==> src/rtl/gcbm_pkg.sv <==
// ============================================================================
// gcbm_pkg
// Types, constants and the source selection table shared by the mapper.
// ============================================================================
package gcbm_pkg;

    localparam int PORT_COUNT = 4;
    localparam int HOLD_READS = 8;

    localparam int PORT_AW = (PORT_COUNT > 1) ? $clog2(PORT_COUNT) : 1;
    localparam int HOLD_W  = 4;
    localparam int CFG_AW  = 6;
    localparam int CFG_DW  = 64;

    localparam logic [34:0] MAP_A_RESET   = 35'd8764132417;
    localparam logic [34:0] MAP_B_RESET   = 35'd22131817899;
    localparam logic [23:0] EXIT_RESET    = 24'd144;
    localparam logic [6:0]  DEADZONE_RST  = 7'd18;
    localparam logic [31:0] STICKS_CENTRE = 32'h8080_8080;

    typedef logic [PORT_AW-1:0] t_addr;

    typedef enum logic [2:0] {
        REG_MAP_A     = 3'd0,
        REG_MAP_B     = 3'd1,
        REG_ANALOG    = 3'd2,
        REG_INVERT_Y  = 3'd3,
        REG_EXIT_MASK = 3'd4,
        REG_DEADZONE  = 3'd5
    } t_reg_idx;

    typedef struct packed {
        logic [1:0]  port;
        logic        connected;
        logic        new_report;
        logic [15:0] pad_buttons;
        logic [31:0] pad_sticks;
    } t_in;

    typedef struct packed {
        logic [13:0]        console_buttons;
        logic signed [7:0]  x_axis;
        logic signed [7:0]  y_axis;
        logic               exit_pressed;
    } t_out;

    typedef struct packed {
        logic [15:0]       buttons;
        logic [31:0]       sticks;
        logic [15:0]       latched;
        logic [HOLD_W-1:0] hold_left;
    } t_entry;

    localparam t_entry ENTRY_RESET = '{
        buttons:   16'h0000,
        sticks:    STICKS_CENTRE,
        latched:   16'h0000,
        hold_left: '0
    };

    typedef struct packed {
        logic [34:0] map_a;
        logic [34:0] map_b;
        logic        analog_source;
        logic        invert_y;
        logic [23:0] exit_mask;
        logic [6:0]  deadzone;
    } t_cfg;

    // Returns the source bit chosen by a 5-bit index; unused indices read zero.
    function automatic logic pick_source(input logic [23:0] src, input logic [4:0] idx);
        case (idx)
            5'd1:    return src[12];
            5'd2:    return src[15];
            5'd3:    return src[13];
            5'd4:    return src[14];
            5'd5:    return src[2];
            5'd6:    return src[0];
            5'd7:    return src[9];
            5'd8:    return src[3];
            5'd9:    return src[1];
            5'd10:   return src[10];
            5'd11:   return src[6];
            5'd12:   return src[7];
            5'd13:   return src[5];
            5'd14:   return src[4];
            5'd15:   return src[11];
            5'd16:   return src[8];
            5'd17:   return src[22];
            5'd18:   return src[20];
            5'd19:   return src[21];
            5'd20:   return src[23];
            5'd21:   return src[18];
            5'd22:   return src[16];
            5'd23:   return src[17];
            5'd24:   return src[19];
            default: return 1'b0;
        endcase
    endfunction

endpackage

==> src/rtl/gcbm_cfg.sv <==
// ============================================================================
// gcbm_cfg
// Configuration register file behind the APB-style port.
// ============================================================================
module gcbm_cfg (
    input  logic                          i_clk,
    input  logic                          i_rst_n,
    input  logic                          psel,
    input  logic                          penable,
    input  logic                          pwrite,
    input  logic [gcbm_pkg::CFG_AW-1:0]   paddr,
    input  logic [gcbm_pkg::CFG_DW-1:0]   pwdata,
    output logic [gcbm_pkg::CFG_DW-1:0]   prdata,
    output logic                          pready,
    output gcbm_pkg::t_cfg                o_cfg
);

    gcbm_pkg::t_cfg r_cfg;
    logic           wr_hit;
    logic [2:0]     reg_idx;

    assign pready  = 1'b1;
    assign reg_idx = paddr[5:3];
    assign wr_hit  = psel && penable && pwrite;

    always_ff @(posedge i_clk) begin
        if (!i_rst_n) begin
            r_cfg.map_a         <= gcbm_pkg::MAP_A_RESET;
            r_cfg.map_b         <= gcbm_pkg::MAP_B_RESET;
            r_cfg.analog_source <= 1'b0;
            r_cfg.invert_y      <= 1'b0;
            r_cfg.exit_mask     <= gcbm_pkg::EXIT_RESET;
            r_cfg.deadzone      <= gcbm_pkg::DEADZONE_RST;
        end else if (wr_hit) begin
            case (reg_idx)
                gcbm_pkg::REG_MAP_A:     r_cfg.map_a         <= pwdata[34:0];
                gcbm_pkg::REG_MAP_B:     r_cfg.map_b         <= pwdata[34:0];
                gcbm_pkg::REG_ANALOG:    r_cfg.analog_source <= pwdata[0];
                gcbm_pkg::REG_INVERT_Y:  r_cfg.invert_y      <= pwdata[0];
                gcbm_pkg::REG_EXIT_MASK: r_cfg.exit_mask     <= pwdata[23:0];
                gcbm_pkg::REG_DEADZONE:  r_cfg.deadzone      <= pwdata[6:0];
                default: ;
            endcase
        end
    end

    always_comb begin
        case (reg_idx)
            gcbm_pkg::REG_MAP_A:     prdata = {29'd0, r_cfg.map_a};
            gcbm_pkg::REG_MAP_B:     prdata = {29'd0, r_cfg.map_b};
            gcbm_pkg::REG_ANALOG:    prdata = {63'd0, r_cfg.analog_source};
            gcbm_pkg::REG_INVERT_Y:  prdata = {63'd0, r_cfg.invert_y};
            gcbm_pkg::REG_EXIT_MASK: prdata = {40'd0, r_cfg.exit_mask};
            gcbm_pkg::REG_DEADZONE:  prdata = {57'd0, r_cfg.deadzone};
            default:                 prdata = '0;
        endcase
    end

    assign o_cfg = r_cfg;

endmodule

==> src/rtl/gcbm_state_mem.sv <==
// ============================================================================
// gcbm_state_mem
// Per-port state memory with registered read, valid bits and write forwarding.
// ============================================================================
module gcbm_state_mem (
    input  logic                 i_clk,
    input  logic                 i_rst_n,
    input  logic                 i_rd_en,
    input  gcbm_pkg::t_addr      i_rd_addr,
    input  logic                 i_wr_en,
    input  gcbm_pkg::t_addr      i_wr_addr,
    input  gcbm_pkg::t_entry     i_wr_data,
    output gcbm_pkg::t_entry     o_rd_data
);

    gcbm_pkg::t_entry                  r_mem [gcbm_pkg::PORT_COUNT];
    logic [gcbm_pkg::PORT_COUNT-1:0]   r_vld;
    gcbm_pkg::t_entry                  r_rd_data;
    logic                              r_rd_vld;
    logic                              r_fwd;
    gcbm_pkg::t_entry                  r_fwd_data;

    always_ff @(posedge i_clk) begin
        if (i_wr_en) begin
            r_mem[i_wr_addr] <= i_wr_data;
        end
        if (i_rd_en) begin
            r_rd_data  <= r_mem[i_rd_addr];
            r_fwd_data <= i_wr_data;
        end
    end

    // A write landing on the entry being read in the same cycle is forwarded,
    // since the array read returns the old contents.
    always_ff @(posedge i_clk) begin
        if (!i_rst_n) begin
            r_vld    <= '0;
            r_rd_vld <= 1'b0;
            r_fwd    <= 1'b0;
        end else begin
            if (i_wr_en) begin
                r_vld[i_wr_addr] <= 1'b1;
            end
            if (i_rd_en) begin
                r_rd_vld <= r_vld[i_rd_addr];
                r_fwd    <= i_wr_en && (i_wr_addr == i_rd_addr);
            end
        end
    end

    assign o_rd_data = r_fwd    ? r_fwd_data :
                       r_rd_vld ? r_rd_data  : gcbm_pkg::ENTRY_RESET;

endmodule

==> src/rtl/gcbm_map.sv <==
// ============================================================================
// gcbm_map
// State update, stick centring, direction bits and console button selection.
// ============================================================================
module gcbm_map (
    input  gcbm_pkg::t_in     i_item,
    input  gcbm_pkg::t_entry  i_entry,
    input  gcbm_pkg::t_cfg    i_cfg,
    output logic              o_wr_en,
    output gcbm_pkg::t_entry  o_entry,
    output gcbm_pkg::t_out    o_result
);

    logic              active;
    logic [15:0]       newly;
    logic [15:0]       btn;
    logic [23:0]       src;
    gcbm_pkg::t_entry  ent;
    logic signed [7:0] lx, ly, rx, ry, ox, oy;
    logic signed [8:0] lx9, ly9, rx9, ry9, dz9, ndz9;
    logic [13:0]       cons;

    always_comb begin
        active = i_item.connected && (int'(i_item.port) < gcbm_pkg::PORT_COUNT);
        newly  = i_item.pad_buttons & ~i_entry.latched;
        ent    = i_entry;
        if (i_item.new_report) begin
            ent.buttons = i_item.pad_buttons;
            ent.sticks  = i_item.pad_sticks;
            ent.latched = i_item.pad_buttons;
            if (newly != 16'h0000) begin
                ent.hold_left = gcbm_pkg::HOLD_W'(gcbm_pkg::HOLD_READS);
            end
        end

        btn = ent.buttons;
        if (ent.hold_left != '0) begin
            btn           = btn | ent.latched;
            ent.hold_left = ent.hold_left - 1'b1;
        end

        // Byte minus 128 is the byte with its top bit flipped. Y is negated,
        // with the one value that has no negation pinned to the top.
        lx = {~ent.sticks[15], ent.sticks[14:8]};
        rx = {~ent.sticks[31], ent.sticks[30:24]};
        ly = (ent.sticks[7:0] == 8'h00) ? 8'sd127
                                        : -$signed({~ent.sticks[7], ent.sticks[6:0]});
        ry = (ent.sticks[23:16] == 8'h00) ? 8'sd127
                                          : -$signed({~ent.sticks[23], ent.sticks[22:16]});

        lx9  = {lx[7], lx};
        ly9  = {ly[7], ly};
        rx9  = {rx[7], rx};
        ry9  = {ry[7], ry};
        dz9  = $signed({2'b00, i_cfg.deadzone});
        ndz9 = -dz9;

        src = {ry9 > dz9, ry9 < ndz9, rx9 > dz9, rx9 < ndz9,
               ly9 > dz9, ly9 < ndz9, lx9 > dz9, lx9 < ndz9, btn};

        cons[0]  = gcbm_pkg::pick_source(src, i_cfg.map_a[14:10]);
        cons[1]  = gcbm_pkg::pick_source(src, i_cfg.map_a[9:5]);
        cons[2]  = gcbm_pkg::pick_source(src, i_cfg.map_a[19:15]);
        cons[3]  = gcbm_pkg::pick_source(src, i_cfg.map_a[4:0]);
        cons[4]  = gcbm_pkg::pick_source(src, i_cfg.map_b[14:10]);
        cons[5]  = gcbm_pkg::pick_source(src, i_cfg.map_b[9:5]);
        cons[6]  = gcbm_pkg::pick_source(src, i_cfg.map_b[4:0]);
        cons[7]  = gcbm_pkg::pick_source(src, i_cfg.map_a[24:20]);
        cons[8]  = gcbm_pkg::pick_source(src, i_cfg.map_a[34:30]);
        cons[9]  = gcbm_pkg::pick_source(src, i_cfg.map_a[29:25]);
        cons[10] = gcbm_pkg::pick_source(src, i_cfg.map_b[29:25]);
        cons[11] = gcbm_pkg::pick_source(src, i_cfg.map_b[24:20]);
        cons[12] = gcbm_pkg::pick_source(src, i_cfg.map_b[34:30]);
        cons[13] = gcbm_pkg::pick_source(src, i_cfg.map_b[19:15]);

        ox = i_cfg.analog_source ? rx : lx;
        oy = i_cfg.analog_source ? ry : ly;
        if (i_cfg.invert_y) begin
            oy = -oy;
        end

        o_wr_en = active;
        o_entry = ent;
        if (active) begin
            o_result.console_buttons = cons;
            o_result.x_axis          = ox;
            o_result.y_axis          = oy;
            o_result.exit_pressed    = ((src & i_cfg.exit_mask) == i_cfg.exit_mask);
        end else begin
            o_result = '0;
        end
    end

endmodule

==> src/rtl/gamepad_to_console_button_mapper.sv <==
// ============================================================================
// gamepad_to_console_button_mapper
// Maps pad reports to console buttons and stick axes, with per-port state.
// ============================================================================
//
//  channel   direction  handshake                  payload
//  in        input      i_in_valid / o_in_stall    i_in_data  (t_in)
//  out       output     o_out_valid / i_out_stall  o_out_data (t_out)
//  cfg       input      psel penable pwrite pready paddr, pwdata / prdata
//
//  One item is accepted per cycle while o_in_stall is low. The accepting edge reads
//  the state memory into the middle stage; the result is mapped from there and
//  loaded into the output register once that register can take it. Back-to-back
//  items on the same port are served by forwarding the write-back. State entries
//  read as their reset values until written. A stall on the output holds the output
//  register and, once the middle stage is full too, stalls the input.
//
module gamepad_to_console_button_mapper (
    input  logic                          i_clk,
    input  logic                          i_rst_n,
    input  logic                          i_in_valid,
    output logic                          o_in_stall,
    input  gcbm_pkg::t_in                 i_in_data,
    output logic                          o_out_valid,
    input  logic                          i_out_stall,
    output gcbm_pkg::t_out                o_out_data,
    input  logic                          psel,
    input  logic                          penable,
    input  logic                          pwrite,
    input  logic [gcbm_pkg::CFG_AW-1:0]   paddr,
    input  logic [gcbm_pkg::CFG_DW-1:0]   pwdata,
    output logic [gcbm_pkg::CFG_DW-1:0]   prdata,
    output logic                          pready
);

    gcbm_pkg::t_cfg    cfg;
    gcbm_pkg::t_entry  rd_entry;
    gcbm_pkg::t_entry  wr_entry;
    gcbm_pkg::t_out    result;
    logic              map_wr;
    logic              accept;
    logic              s1_adv;
    logic              rd_en;
    logic              wr_en;

    logic              r_s1_vld;
    gcbm_pkg::t_in     r_s1_item;
    logic              r_out_vld;
    gcbm_pkg::t_out    r_out;

    assign s1_adv     = !r_out_vld || !i_out_stall;
    assign o_in_stall = r_s1_vld && !s1_adv;
    assign accept     = i_in_valid && !o_in_stall;
    assign rd_en      = accept && (int'(i_in_data.port) < gcbm_pkg::PORT_COUNT);
    assign wr_en      = r_s1_vld && s1_adv && map_wr;

    gcbm_cfg u_cfg (
        .i_clk   (i_clk),
        .i_rst_n (i_rst_n),
        .psel    (psel),
        .penable (penable),
        .pwrite  (pwrite),
        .paddr   (paddr),
        .pwdata  (pwdata),
        .prdata  (prdata),
        .pready  (pready),
        .o_cfg   (cfg)
    );

    gcbm_state_mem u_mem (
        .i_clk     (i_clk),
        .i_rst_n   (i_rst_n),
        .i_rd_en   (rd_en),
        .i_rd_addr (gcbm_pkg::t_addr'(i_in_data.port)),
        .i_wr_en   (wr_en),
        .i_wr_addr (gcbm_pkg::t_addr'(r_s1_item.port)),
        .i_wr_data (wr_entry),
        .o_rd_data (rd_entry)
    );

    gcbm_map u_map (
        .i_item   (r_s1_item),
        .i_entry  (rd_entry),
        .i_cfg    (cfg),
        .o_wr_en  (map_wr),
        .o_entry  (wr_entry),
        .o_result (result)
    );

    // The middle stage loads whenever it is empty or moving on, even while the
    // output register is held.
    always_ff @(posedge i_clk) begin
        if (!i_rst_n) begin
            r_s1_vld  <= 1'b0;
            r_out_vld <= 1'b0;
        end else begin
            if (!o_in_stall) begin
                r_s1_vld <= accept;
            end
            if (s1_adv) begin
                r_out_vld <= r_s1_vld;
            end
        end
    end

    always_ff @(posedge i_clk) begin
        if (accept) begin
            r_s1_item <= i_in_data;
        end
        if (s1_adv && r_s1_vld) begin
            r_out <= result;
        end
    end

    assign o_out_valid = r_out_vld;
    assign o_out_data  = r_out;

`ifndef SYNTHESIS
    a_idle_after_reset: assert property (@(posedge i_clk)
        !i_rst_n |=> !o_out_valid)
        else $error("output valid right after reset");

    a_unconnected_zero: assert property (@(posedge i_clk) disable iff (!i_rst_n)
        r_s1_vld && s1_adv && !r_s1_item.connected |=> o_out_valid && (o_out_data == '0))
        else $error("item from an absent pad gave a nonzero result");

    a_hold_bound: assert property (@(posedge i_clk) disable iff (!i_rst_n)
        wr_en |-> (wr_entry.hold_left < gcbm_pkg::HOLD_W'(gcbm_pkg::HOLD_READS)))
        else $error("hold count written back above its reload value");
`endif

endmodule
==> config.mk <==
export PLATFORM = sky130hd
export DESIGN_NAME = gamepad_to_console_button_mapper
export DESIGN_NICKNAME = d
export VERILOG_FILES = /design/src/rtl/gcbm_pkg.sv /design/src/rtl/gcbm_cfg.sv /design/src/rtl/gcbm_state_mem.sv /design/src/rtl/gcbm_map.sv /design/src/rtl/gamepad_to_console_button_mapper.sv
export SDC_FILE = /design/constraint.sdc
export NUM_CORES = 1
export LEC_CHECK = 0
export BUFFER_PORTS_ARGS = -buffer_cell sky130_fd_sc_hd__buf_2
export CAP_MARGIN = 20
export CORE_MARGIN = 2
export CORE_UTILIZATION = 60
export DETAILED_ROUTE_END_ITERATION = 8
export PLACE_DENSITY_LB_ADDON = 0.15
export SLEW_MARGIN = 30
export SYNTH_ARGS = -nofsm -noshare
export SYNTH_HDL_FRONTEND = slang
export SYNTH_SLANG_ARGS = --single-unit
==> constraint.sdc <==
create_clock -name i_clk -period 22.5 [get_ports i_clk]
set_clock_uncertainty 0.2 [all_clocks]
set_input_delay 1.125 -clock i_clk [delete_from_list [all_inputs] [get_ports i_clk]]
set_output_delay 1.125 -clock i_clk [all_outputs]
set_load 0.02 [all_outputs]
Word level (Yosys, flattened, before mapping) --
Memories as Yosys holds them, arrays and structs flattened. A register that Yosys moved wholly into a read port is not among the register bits. Index checks and enable logic that the tools add are counted.
Operators by class: $add $sub $neg 5, magnitude comparators 11, equal/unequal tests 343, multiplexer cells 32, bitwise operators 9, reductions and logical operators 24
Operators with widths (number):
- $eq A5 B5 Y1 const B | 126
- $eq A5 B4 Y1 const B | 112
- $pmux W1 S24 | 14
- $eq A5 B3 Y1 const B | 56
- $pmux W35 S6 | 1
- $mux W68 | 3
- $eq A5 B2 Y1 const B | 28
- $eq A5 B1 Y1 const B | 14
- $mux W8 | 5
- $lt A8 B9 Y1 | 4
- $gt A8 B8 Y1 | 4
- $and A24 B24 Y24 | 1
- $eq A24 B24 Y1 | 1
- $neg A8 Y8 | 3
- $and A16 B16 Y16 | 1
- $logic_not A8 Y1 | 2
- $mux W16 | 1
- $not A16 Y16 | 1
- $or A16 B16 Y16 | 1
- $reduce_bool A16 Y1 | 1
- $reduce_and A2 Y1 | 6
- $neg A7 Y9 | 1
- $logic_and A1 B1 Y1 | 8
- $mux W4 | 2
- other kinds (16) | 28
Word-level totals: register bits after elaboration 262, RAM bits 272, output and inout bits 98, memories kept 1
Memories:
- u_mem.r_mem | words 4, bits a word 68, read ports 1, clocked after memory_dff 1, wr ports 1, RTL line gcbm_state_mem.sv:16 | gcbm_pkg::t_entry r_mem [gcbm_pkg::PORT_COUNT];

Longest topological paths before layout --
depth in word-level cells 13, gate-level depth with buffers 21

By module --
From an unflattened synthesis, not the netlist that was laid out.
Unflattened totals: cell total of the unflattened synthesis 2486, area, all modules 30439.2 µm²
By module, submodules not included:
- gcbm_state_mem | times used 1, cells each 607, area an instance 14954.3 µm², seq. area each 12371.9 µm²
- gcbm_map | times used 1, cells each 1233, area an instance 7866.3 µm², seq. area each 0.0 µm²
- gcbm_cfg | times used 1, cells each 554, area an instance 5032.3 µm², seq. area each 2062.0 µm²
- gamepad_to_console_button_mapper | times used 1, cells each 92, area an instance 2586.2 µm², seq. area each 2532.4 µm²

Worst setup path after synthesis --
Ideal clock, no wire load.
kind input -> register, from in i_out_stall, to mem u_mem.r_mem[2][0] (netlist bit) (enable), arrival time 9.072 ns, required time 21.705 ns, setup slack 12.633 ns, cell stages on the path 3, path through a21boi_0 nand2_1 nor3b_1
Between the ends: longest elaborated chain between the ends 6
Ends and longest elaborated chain:
- start, declared | RTL line gamepad_to_console_button_mapper.sv:25 | input logic i_out_stall,
- $logic_not A1 Y1 | RTL line gamepad_to_console_button_mapper.sv:51 | assign s1_adv = !r_out_vld || !i_out_stall;
- $logic_or A1 B1 Y1 | RTL line gamepad_to_console_button_mapper.sv:51
- $logic_and A1 B1 Y1 (2 in series) | RTL line gamepad_to_console_button_mapper.sv:55 | assign wr_en = r_s1_vld && s1_adv && map_wr;
- $mux W1 | RTL line gcbm_state_mem.sv:24 | if (i_wr_en) begin
- $mux W1 (implied by the code) | RTL line gcbm_state_mem.sv:25 | r_mem[i_wr_addr] <= i_wr_data;
- end, declared | RTL line gcbm_state_mem.sv:16
No other way between the ends.

==> reports/results.env <==
STATUS='finished, final reports clean'
FIRST_GLOBAL_VIAS=21847
ROUTED_WIRELENGTH_UM=88200
ANT_NETS=0
GRT.TOTAL_USAGE_PCT=32.6
FINALNETCOUNT=2913
SYNTH.LIB_CELLS_USED.DISTINCT=102
HPWLAFTERDP_UM=55400
GRT_OVERFLOW_TOTAL=0
POST-ROUTE-DRC-COUNT=0
YS_TOP_CELLS_BY_AREA='sky130_fd_sc_hd__edfxtp_1 48%, sky130_fd_sc_hd__dfxtp_1 7.2%, sky130_fd_sc_hd__mux4_2 6.0%'
FIN_SETUP_TNS_NS=0
WORST_HOLD_PATH.ENDPOINT='u_mem.r_vld[0]$_SDFFE_PN0P_'
CRITPATHLAUNCHTYPE='register'
TIMING.REG2REG.SETUP_SLACK_NS=15.89
H-TREE-DEPTH=2
FRACTION_OF_LAYOUT_CELLS_WITH_A_SIZE_SUFFIX_ABOVE_1_PCT=17.2
PORT_BUFFERS=164
PRECTSSETUPSLACK_NS=15.69
CRITICAL-PATH-TOP-DELAY-FAMILY='compound AO/OA/AOI/OAI gates'
INITIAL_ANTENNA_VIOLATION_COUNT=1
CRIT_PATH_MAX_FANOUT=41
FILL_CELLS=3762
SYNTH_TOP_CELL_AREA_SHARE_PCT=47.9
POST_CTS.RESIZED_INSTANCES=0
ROUTEDWLPERCELL_UM=25.5
CELLLEAKAGEPOWER_nW=11.9
PLACEMENT_ROWS=83
TOTAL_BUFFERS_AND_INVERTERS_TRAVERSED_BY_THE_CRITICAL_PATH=3
VIAS=23084
WORST_HOLD_STARTPOINT='u_mem.r_vld[0]$_SDFFE_PN0P_'
CTS_TREE='built'
DIE_X_UM=231
FINAL-MAX-SLEW-VIOLATION-COUNT=0
YOSYS_WARNINGS=0
SYNTH-ASYNC-RESET-RATIO_PCT=0
SYN-INSTANCE-COUNT=2642
CLOCK_PERIOD_MINUS_FINAL_WORST_SETUP_SLACK_NS=6.61
SEQ_AREA_FRAC_SYNTH_PCT=55.1
POSTCTSHOLDBUFS=0
WORST_SLEW_PIN_SLEW_NS=0.981
AVGVIACOUNTPERCELL=6.68
TIMING.CRITICAL_PATH.TO_TYPE='register'
POST-ROUTE-PERIOD-UTIL_PCT=29.4
CP_NUM_CELLS=16
CP.REQUIRED_NS=22.80
MAXCAPVIOLCOUNT=0
GP_CONGESTION=0.929
PIN_COUNT=227
HOLDPATHSTAGES=1
VDD_DROP_MAX_mV=0.0773
TIMING.CRITICAL_PATH.FROM='r_s1_item[48]$_DFFE_PP_'
TIMING.CRITICAL_PATH.CELLS='buf_4, inv_2, buf_4, a2bb2oi_1, nor2_1, and3_1, or2_2, ha_1, nand2b_1, a21oi_1, o41ai_2, nand2_1, o32ai_1, a21oi_1, a221oi_1, o41a_1'
FINAL_UTIL_PCT=66.9
DIE_EXTENT_IN_Y_UM=231
POSTCTSSETUPBUFFERS=0
LAYOUT.CELL_AREA.NON_FILLER_UM2=34100
CRIT_PATH_ARRIVAL_TIME_NS=6.91
TIMING.HOLD.WORST.CLASS='reg -> reg'
CORE_AREA_UM2=51000
SYNTH_ENABLE_FLOP_CELLS=491
YOSYS_REGISTER_BITS=602
REG2REG_END='o_out_data[27]$_SDFFCE_PN0P_'
FINAL-SETUP-VIOL-COUNT=0
CLOCK.FMAX_GHz=0.151
CLOCKBUFFERDEPTH=3
TIMING.FINAL.WS_SETUP_NS=15.89
CLKLATENCYLATEPIN_NS=0.65
CTSROOTBUFFERMASTER='sky130_fd_sc_hd__clkbuf_16'
AREA_DELTA_SYNTH_FINAL_PCT=10.7
GLOBAL_ROUTE_WIRE_LENGTH_BEFORE_REPAIR_UM=132000
CTS_MADE_BUFFERS=60
DIE_AREA_UM2=53200
START_UTIL_PCT=60.4
TIMING.HOLD.WS_NS=0.278
GRT_START_MAX_NET_PINS=137
DRT_FIRST_PASS_ITERS=7
POST_DP_CELL_AREA_UM2=32100
RELATIVE_SLEW_SLACK_PCT=34.4
WORSTREG2REGSTART='r_s1_item[48]$_DFFE_PP_'
SLOWEST_STAGE_CELL_CRIT_PATH='sky130_fd_sc_hd__a2bb2oi_1'
R2R_WORST_PATH_DEPTH=16
CLK_TRANSITION_REPORTED_PATHS_NS=0.07
POWER_PER_CELL_AREA_nW_PER_UM2=73.8
CTS_NUM_SINKS=602
AREA_OF_THE_MAPPED_NETLIST_UM2=30800
POST_SYNTH_TOP_AREA_CELL='sky130_fd_sc_hd__edfxtp_1'
TOP_FF_CELL_SYNTH='sky130_fd_sc_hd__edfxtp_1'
CATEGORY_OF_THE_CRITICAL_SETUP_TIMING_PATH='reg -> reg'
NUMBER_OF_VIOLATIONS_REPORTED_AT_THE_END_OF_DETAILED_ROUTING_ITERATION_0=2664
TIMING_HOLD_VIOLATIONS_FINAL=0
CRIT_PATH_MAX_INCR_DELAY_NS=0.77
POST_SYNTH.CELL_AREA_AVG_UM2=11.7
GRT_SETUP_UNREPAIRED='false'
-- cell families (layout without fill, tap and decap cells) --
family | after synthesis | in the layout | share of synthesized area (%)
and+or+nand+nor | 904 | 904 | 14.5
DFF | 602 | 602 | 55.1
other | 2 | 31 | 0.0244
xor gates and xnor gates | 12 | 12 | 0.341
AOI/OAI and AO/OA | 612 | 612 | 14.8
buffers and inverters | 287 | 391 | 4.16
muxes | 162 | 162 | 8.65
adders and majority gates | 61 | 61 | 2.48
-- per-layer routing --
layer	GRT usage, %	wire length (um)	vias to the layer above
met4	13.8	3710	0
met1	43.8	35100	11432
met3	5.05	7410	252
met5	0	0	-
li1	-	-	10218
met2	53.3	41900	1182
-- layout make-up --
cell class                      instances  area, um^2  share of cell area, %
Clock buffer                           83        1660                   4.86
Sequential cell                       602       17000                   49.8
Timing Repair Buffer                  225        1290                   3.80
Multi-Input combinational cell       1781       12800                   37.5
Clock inverter                         30         330                  0.968
Antenna cell                            1        2.50                0.00734
Tap cell                              680         851                   2.49
Inverter                               53         211                  0.620
-- cells in the final DEF, fill, tap and decap left out, types with 11 or more instances in the layout --
| master | netlist | layout |
|---|---|---|
| sky130_fd_sc_hd__o21ai_0 | 50 | 50 |
| sky130_fd_sc_hd__clkbuf_1 | 144 | 16 |
| sky130_fd_sc_hd__o211ai_1 | 32 | 32 |
| sky130_fd_sc_hd__nor4_1 | 16 | 15 |
| sky130_fd_sc_hd__nand3_1 | 71 | 71 |
| sky130_fd_sc_hd__nand4_1 | 20 | 20 |
| sky130_fd_sc_hd__ha_1 | 61 | 61 |
| sky130_fd_sc_hd__nand2b_1 | 55 | 55 |
| sky130_fd_sc_hd__edfxtp_1 | 491 | 491 |
| sky130_fd_sc_hd__a2bb2oi_1 | 11 | 11 |
| sky130_fd_sc_hd__a21oi_1 | 90 | 89 |
| sky130_fd_sc_hd__a21boi_0 | 84 | 83 |
| sky130_fd_sc_hd__buf_4 | 34 | 60 |
| sky130_fd_sc_hd__nor3_1 | 54 | 53 |
| sky130_fd_sc_hd__a31oi_1 | 36 | 32 |
| sky130_fd_sc_hd__conb_1 | 2 | 30 |
| sky130_fd_sc_hd__a21o_1 | 11 | 11 |
| sky130_fd_sc_hd__buf_2 | 30 | 162 |
| sky130_fd_sc_hd__a22o_1 | 22 | 22 |
| sky130_fd_sc_hd__nor2b_1 | 58 | 58 |
| sky130_fd_sc_hd__mux4_2 | 82 | 82 |
| sky130_fd_sc_hd__nor2_1 | 170 | 170 |
| sky130_fd_sc_hd__mux2i_1 | 69 | 69 |
| sky130_fd_sc_hd__or3_1 | 13 | 13 |
| sky130_fd_sc_hd__dfxtp_1 | 111 | 110 |
| sky130_fd_sc_hd__o22ai_1 | 26 | 26 |
| sky130_fd_sc_hd__inv_1 | 43 | 42 |
| sky130_fd_sc_hd__nor3b_1 | 19 | 16 |
| sky130_fd_sc_hd__nand2_1 | 317 | 317 |
| sky130_fd_sc_hd__o32ai_1 | 13 | 13 |
| sky130_fd_sc_hd__a22oi_1 | 50 | 50 |
| sky130_fd_sc_hd__a211oi_1 | 15 | 15 |
| sky130_fd_sc_hd__and3_1 | 11 | 11 |
| sky130_fd_sc_hd__clkbuf_16 | 0 | 60 |
| sky130_fd_sc_hd__nand3b_1 | 41 | 41 |
| sky130_fd_sc_hd__a21boi_1 | 12 | 12 |
-- how the worst max path moves through the flow --
stage / to / slack [ns]
final: o_out_data[27]$_SDFFCE_PN0P_ / 15.89
after global routing: o_out_data[27]$_SDFFCE_PN0P_ / 15.61
after CTS: o_out_data[27]$_SDFFCE_PN0P_ / 15.65
after detailed placement: o_out_data[27]$_SDFFCE_PN0P_ / 15.69
after global placement: o_out_data[27]$_SDFFCE_PN0P_ / 15.73
after floorplan: u_mem.r_mem[2][0]$_DFFE_PP_ / 12.63
-- state kept, by name (all words and copies together), names as in the netlist --
signal            cells
r_s1_vld              1
u_mem.r_rd_data      68
u_mem.r_rd_vld        1
u_mem.r_fwd           1
r_s1_item            52
u_mem.r_fwd_data     68
o_out_valid           1
u_mem.r_vld           4
o_out_data           31
u_mem.r_mem         272
u_cfg.o_cfg         103
-- per-stage QoR --
stage	power (mW)	std cells
floorplan	1.44	2670
global placement	1.52	3340
detailed placement	1.52	3341
CTS	2.52	3454
global route	2.59	3454
finish	2.52	3455
-- power breakdown --
group | total (mW) | switching, mW | internal, mW
registers | 1.26 | 0.0178 | 1.25
logic | 0.244 | 0.163 | 0.0810
clock network | 1.01 | 0.434 | 0.575
total | 2.52 | 0.615 | 1.90
-- synthesized netlist by cell type (all sizes together), types with 56 or more instances --
master	number
clkbuf	145
mux4	82
edfxtp	491
dfxtp	111
buf	89
nor2b	58
ha	61
nand3	71
nor2	170
nand2	317
a21boi	96
nor3	56
mux2i	69
a21oi	92
(Power assumes the default switching activity.)
